## src/hw/rtl/som_pkg.sv

```systemverilog
// som_pkg: shared constants, codes, tables and types for the self-organizing map engine
// depends on nothing; used by som_infl and som_bmu_search_and_train
package som_pkg;

    // map geometry and number formats
    localparam int MAX_SIDE    = 16;
    localparam int VEC_LEN     = 8;
    localparam int WEIGHT_BITS = 16;

    localparam int SIDE_W  = $clog2(MAX_SIDE);
    localparam int ELEM_W  = $clog2(VEC_LEN);
    localparam int NODE_W  = 2 * SIDE_W;
    localparam int NODES   = MAX_SIDE * MAX_SIDE;
    localparam int WADDR_W = NODE_W + ELEM_W;
    localparam int WDEPTH  = NODES * VEC_LEN;
    localparam int CNT_W   = SIDE_W + 1;
    localparam int DSQ_W   = 2 * SIDE_W + 1;
    localparam int SQ_W    = 2 * WEIGHT_BITS;
    localparam int ACC_W   = SQ_W + ELEM_W;
    localparam int DIST_W  = 37;
    localparam int STAT_W  = 48;

    // operation codes
    localparam logic [2:0] OP_WRITE  = 3'd0;
    localparam logic [2:0] OP_INIT   = 3'd1;
    localparam logic [2:0] OP_SEARCH = 3'd2;
    localparam logic [2:0] OP_TRAIN  = 3'd3;
    localparam logic [2:0] OP_READ   = 3'd4;

    // register indexes
    localparam logic [1:0] REG_ROWS  = 2'd0;
    localparam logic [1:0] REG_COLS  = 2'd1;
    localparam logic [1:0] REG_LRATE = 2'd2;
    localparam logic [1:0] REG_SCALE = 2'd3;

    localparam logic [15:0] MIN_INFLUENCE = 16'd7;

    // main sequencer states
    typedef enum logic [3:0] {
        ST_IDLE,
        ST_READ,
        ST_SRCH,
        ST_SRCH_END,
        ST_TR_NODE,
        ST_TR_INF,
        ST_TR_ELEM,
        ST_TR_DRAIN,
        ST_HIT_RD,
        ST_HIT_WR,
        ST_DONE,
        ST_INIT_CALC,
        ST_INIT_WR
    } state_t;

    // influence unit states
    typedef enum logic [2:0] {
        IF_IDLE,
        IF_MUL,
        IF_STEP,
        IF_GAIN,
        IF_DONE
    } infl_state_t;

    typedef struct packed {
        logic             start;
        logic [DSQ_W-1:0] dsq;
    } infl_req_t;

    typedef struct packed {
        logic        done;
        logic [15:0] inf;
        logic [15:0] gain;
    } infl_rsp_t;

    // exp(-2^(k-12)) in Q0.16
    function automatic logic [15:0] exp_tab(input logic [3:0] k);
        logic [15:0] v;
        begin
            case (k)
                4'd0:    v = 16'd65520;
                4'd1:    v = 16'd65504;
                4'd2:    v = 16'd65472;
                4'd3:    v = 16'd65408;
                4'd4:    v = 16'd65280;
                4'd5:    v = 16'd65026;
                4'd6:    v = 16'd64520;
                4'd7:    v = 16'd63520;
                4'd8:    v = 16'd61565;
                4'd9:    v = 16'd57835;
                4'd10:   v = 16'd51039;
                4'd11:   v = 16'd39750;
                4'd12:   v = 16'd24109;
                4'd13:   v = 16'd8869;
                4'd14:   v = 16'd1200;
                default: v = 16'd22;
            endcase
            return v;
        end
    endfunction

    // ceil(2^24 / d); zero for a side of one
    function automatic logic [24:0] recip(input logic [3:0] d);
        logic [24:0] v;
        begin
            case (d)
                4'd1:    v = 25'd16777216;
                4'd2:    v = 25'd8388608;
                4'd3:    v = 25'd5592406;
                4'd4:    v = 25'd4194304;
                4'd5:    v = 25'd3355444;
                4'd6:    v = 25'd2796203;
                4'd7:    v = 25'd2396746;
                4'd8:    v = 25'd2097152;
                4'd9:    v = 25'd1864136;
                4'd10:   v = 25'd1677722;
                4'd11:   v = 25'd1525202;
                4'd12:   v = 25'd1398102;
                4'd13:   v = 25'd1290556;
                4'd14:   v = 25'd1198373;
                4'd15:   v = 25'd1118482;
                default: v = 25'd0;
            endcase
            return v;
        end
    endfunction

    // clamp a side register write to 1..MAX_SIDE
    function automatic logic [CNT_W-1:0] clamp_side(input logic [CNT_W-1:0] v);
        logic [CNT_W-1:0] r;
        begin
            if (v == '0)
                r = CNT_W'(1);
            else if (v > CNT_W'(MAX_SIDE))
                r = CNT_W'(MAX_SIDE);
            else
                r = v;
            return r;
        end
    endfunction

    // saturate an updated weight to the signed weight range
    function automatic logic [WEIGHT_BITS-1:0] sat_weight(input logic signed [WEIGHT_BITS+1:0] v);
        logic [WEIGHT_BITS-1:0] r;
        begin
            if (v[WEIGHT_BITS+1:WEIGHT_BITS-1] == 3'b000 || v[WEIGHT_BITS+1:WEIGHT_BITS-1] == 3'b111)
                r = v[WEIGHT_BITS-1:0];
            else if (v[WEIGHT_BITS+1])
                r = {1'b1, {(WEIGHT_BITS-1){1'b0}}};
            else
                r = {1'b0, {(WEIGHT_BITS-1){1'b1}}};
            return r;
        end
    endfunction

endpackage

```

## src/hw/rtl/som_infl.sv

```systemverilog
// som_infl: iterative gaussian neighborhood influence and learning gain
// depends on som_pkg (exp table, request and response types)
module som_infl (
    input  logic                clk,
    input  logic                rst_n,
    input  som_pkg::infl_req_t  req,
    input  logic [15:0]         learn_rate,
    input  logic [15:0]         neighbor_scale,
    output som_pkg::infl_rsp_t  rsp
);

    som_pkg::infl_state_t state_reg, state_next;

    logic [24:0] x_reg;
    logic [3:0]  k_reg;
    logic [16:0] acc_reg;
    logic [15:0] inf_reg;
    logic [15:0] gain_reg;

    logic [32:0] step_prod;
    logic [15:0] inf_sat;
    logic [31:0] gain_prod;
    logic        x_over;

    // one table factor per set bit of x
    assign step_prod = 33'(acc_reg) * 33'(som_pkg::exp_tab(k_reg));
    assign inf_sat   = acc_reg[16] ? 16'hFFFF : acc_reg[15:0];
    assign gain_prod = 32'(learn_rate) * 32'(inf_sat);
    assign x_over    = (x_reg[24:16] != '0);

    // next state
    always_comb
    begin
        state_next = state_reg;
        case (state_reg)
            som_pkg::IF_IDLE: if (req.start) state_next = som_pkg::IF_MUL;
            som_pkg::IF_MUL:  state_next = x_over ? som_pkg::IF_GAIN : som_pkg::IF_STEP;
            som_pkg::IF_STEP: if (k_reg == 4'd15) state_next = som_pkg::IF_GAIN;
            som_pkg::IF_GAIN: state_next = som_pkg::IF_DONE;
            som_pkg::IF_DONE: state_next = som_pkg::IF_IDLE;
            default:          state_next = som_pkg::IF_IDLE;
        endcase
    end

    // outputs
    always_comb
    begin
        rsp.done = (state_reg == som_pkg::IF_DONE);
        rsp.inf  = inf_reg;
        rsp.gain = gain_reg;
    end

    always_ff @(posedge clk or negedge rst_n)
    begin
        if (!rst_n)
            state_reg <= som_pkg::IF_IDLE;
        else
            state_reg <= state_next;
    end

    // datapath
    always_ff @(posedge clk)
    begin
        case (state_reg)
            som_pkg::IF_IDLE:
            begin
                x_reg   <= 25'(req.dsq) * 25'(neighbor_scale);
                acc_reg <= 17'h10000;
                k_reg   <= 4'd0;
            end
            som_pkg::IF_MUL:
            begin
                if (x_over)
                    acc_reg <= '0;
            end
            som_pkg::IF_STEP:
            begin
                if (x_reg[k_reg])
                    acc_reg <= step_prod[32:16];
                k_reg <= k_reg + 4'd1;
            end
            som_pkg::IF_GAIN:
            begin
                inf_reg  <= inf_sat;
                gain_reg <= gain_prod[31:16];
            end
            default:
            begin
            end
        endcase
    end

endmodule

```

## config.mk

```make
export PLATFORM = sky130hd
export DESIGN_NAME = som_infl
export DESIGN_NICKNAME = d
export VERILOG_FILES = /design/src/hw/rtl/som_pkg.sv /design/src/hw/rtl/som_infl.sv
export SDC_FILE = /design/constraint.sdc
export NUM_CORES = 2
export LEC_CHECK = 0
export BUFFER_PORTS_ARGS = -buffer_cell sky130_fd_sc_hd__buf_2
export CORE_MARGIN = 4
export CORE_UTILIZATION = 40
export DETAILED_ROUTE_END_ITERATION = 10
export SLEW_MARGIN = 10
export SYNTH_ARGS = -nofsm -noshare
export SYNTH_HDL_FRONTEND = slang
export SYNTH_SLANG_ARGS = --single-unit
```

## constraint.sdc

```tcl
create_clock -name clk -period 14.4 [get_ports clk]
set_input_delay 2.88 -clock clk [delete_from_list [all_inputs] [get_ports clk]]
set_output_delay 2.88 -clock clk [all_outputs]
set_load 0.02 [all_outputs]
```

==> run_results.csv <==
group,metric,value,unit
logic_synthesis,ys_warn_count,0,
critical_path,path_cells,"buf_2 > nand2_1 > fa_1 > inv_1 > fa_1 > inv_1 > fa_1 > inv_1 > fa_1 > fa_1 > inv_1 > fa_1 > inv_1 > ha_1 > nand4_1 > nor3_1 > a22oi_1 > nand4_2 > a311oi_2 > o21ai_2 > a2111oi_4 > nor3_2",
grt,antenna_found_initial,2,
timing,fin_crit_sh,60.2,%
timing,min_period,8.67,ns
logic_synthesis,synth-main-ff-cell,"edfxtp_1",
logic_synthesis,ys_ff_latch,97,
outcome,outcome,"finished clean",
routing,viasPerCell,5.07,
floorplanning,die_h,257,um
grt,grt_pass1_wl,98100,um
cells_and_area,area_growth,5.32,%
logic_synthesis,synth-seq-area-share,11.1,%
cells_and_area,regArea,2740,um2
floorplanning,start_util,40.7,%
clock_tree,clk_latency,0.39,ns
logic_synthesis,synth_cell_types,74,
logic_synthesis,synth_edf_count,78,
timing,hold_viol_final,0,
floorplanning,dieArea,65900,um2
timing,setup_tns,0,ns
run,drv_cap,0,
logic_synthesis,yosys-top-cells-area,"fa_1 40%, ha_1 13%, edfxtp_1 9.5%",
clock_tree,cts_tree,"built",
critical_path,critical_path.most_common_cell,"fa_1",
timing,tightest_slew,1.18,ns
routing,drc,0,
timing,max_freq,0.115,GHz
grt,grt_max_degree,35,
cells_and_area,multi_input_area,19400,um2
cells_and_area,drive_above_1_share,5.49,%
critical_path,crit_path_end_kind,"register",
logic_synthesis,yosysTopAreaCell,"fa_1",
critical_path,crit_fanout,16,
cells_and_area,fin_nets,3454,
worst_hold_path,hp-class,"register to register",
critical_path,startpoint_type,"primary input",
logic_synthesis,synth_cells,2674,
clock_tree,clk_path_buf_depth,2,
cells_and_area,nFillCells,5901,
clock_tree,htreeDepth,3,
logic_synthesis,async_flop_share,3.09,%
floorplanning,io-pin-count,77,
critical_path,crit_type,"primary input to register",
logic_synthesis,syn_nets,3475,
place,dpl.hpwl,46300,um
logic_synthesis,synthTopCellsByCount,"578 x inv_1, 499 x fa_1, 426 x nand2_1",
critical_path,cpPeakStageDelay,0.55,ns
clock_tree,cts_made_buffers,9,
logic_synthesis,avgSynthCellArea,9.26,um2
critical_path,slowest_stage,"fa_1",
routing,dr_total_vias,17440,
logic_synthesis,synth.cell_area,24700,um2
routing,firstDrtPassIters,5,
routing,wl_per_cell,16.8,um
clock_tree,post-cts-setup-buffer-count,0,
place,placement.io_buffers,76,
grt,track_usage,18.2,%
logic_synthesis,yosysMostFrequentCell,"inv_1",
clock_tree,clk_pin_slew,0.08,ns
floorplanning,std_cell_rows,90,
logic_synthesis,synth_top_area_share,40.4,%
timing,max-slew-margin-rel,20.9,%
clock_tree,cts_hold_buf,0,
cells_and_area,finalCoreUtilization,42.9,%
timing,skew,0.0144,ns
clock_tree,cts_root_buf,"clkbuf_16",
grt,gr-total-overflow,0,
place,gp_congestion,0.852,
timing,rsz0062_at_grt,"false",
timing,maxSlewViolCount,0,
critical_path,arrival,8.80,ns
routing,totalWireLength,58000,um
floorplanning,core-area,60800,um2
critical_path,cp.required,14.53,ns
clock_tree,cts.sinks,97,
floorplanning,fp.dieW,257,um
timing,finalSetupViolCount,0,
routing,ant_nets,0,
routing,drt_iter0_markers,763,
clock_tree,cts_resized,0,
grt,grt_pass1_vias,19200,
-- cell type report --
cell class              count  share of cell area, %
well taps                 782                   3.75
flip-flops and latches     97                   10.5
repair buffers             88                   1.80
clock buffers              10                  0.917
diodes                      1                0.00960
multi-input cells        1878                   74.4
inverters                 579                   8.34
clock inverters             6                  0.254
-- logic make-up (layout without fill, tap and decap cells) --
group / Yosys count / count (layout) / synth area share, %
AND/OR/NAND/NOR: 852 / 852 / 16.8
adder cells (fa/ha/maj): 757 / 757 / 53.4
buffers and inverters: 699 / 683 / 10.6
AO/OA/AOI/OAI: 207 / 207 / 5.61
flip-flops: 97 / 97 / 11.1
XOR/XNOR: 55 / 55 / 1.95
multiplexers: 7 / 7 / 0.541
other: 0 / 1 / 0
-- placed cells by master (no fill, tap or decap), types with 10 or more instances in the layout --
cell type,netlist,routed
nand2_1,426,426
xnor2_1,39,39
a21o_1,27,27
dfxtp_1,16,16
inv_1,578,578
or2_2,17,17
buf_2,3,76
and2_1,290,290
nand4_1,11,11
nor2_1,46,44
fa_1,499,499
ha_1,258,258
buf_4,0,12
nand3_1,14,14
a21oi_1,67,67
nor3_1,10,10
xor2_1,16,16
o21ai_0,34,34
edfxtp_1,78,78
-- metal layers --
layer  up-vias  track usage, %  share of wire (%)
met2       381            31.4                 49
met4         0            4.65                2.0
met1      8964            24.0                 44
met3        74            2.94                5.1
met5         -               0                  0
li1       8021               -                  -
-- metrics by stage --
stage	setup WS (ns)	hold slack, ns	instances	instance area [um2]
after floorplan	5.95	0.484	2674	24700
after global placement	5.49	0.574	3424	25800
after detailed placement	5.37	0.577	3424	25800
after CTS	5.75	0.596	3440	26100
after global routing	5.41	0.617	3440	26100
final	5.73	0.594	3441	26100
-- worst max-delay path: cells and delay by family --
kind	cells	cell delay (ns)
AND/OR/NAND/NOR	5	0.75
adder cells (fa/ha/maj)	7	3.34
AO/OA/AOI/OAI	4	1.25
buffers and inverters	6	0.57
-- final timing paths --
check,start,to,slack [ns],cells past startpoint
max in group asynchronous,rst_n,state_reg[0]$_DFFE_PN0P_,12.01,1
hold / removal,state_reg[2]$_DFFE_PN0P_,state_reg[1]$_DFFE_PN0P_,0.59,1
setup / recovery,learn_rate[13],gain_reg[15]$_DFFE_PP_,5.73,22
min in group asynchronous,rst_n,state_reg[2]$_DFFE_PN0P_,2.28,1
hold reg to reg,state_reg[2]$_DFFE_PN0P_,state_reg[1]$_DFFE_PN0P_,0.59,1
setup reg to reg,acc_reg[1]$_DFFE_PP_,gain_reg[15]$_DFFE_PP_,7.12,20
Power is left out: the tool's default activity adds up to more than one toggle a clock period on the data nets, which glitch-free logic cannot reach.
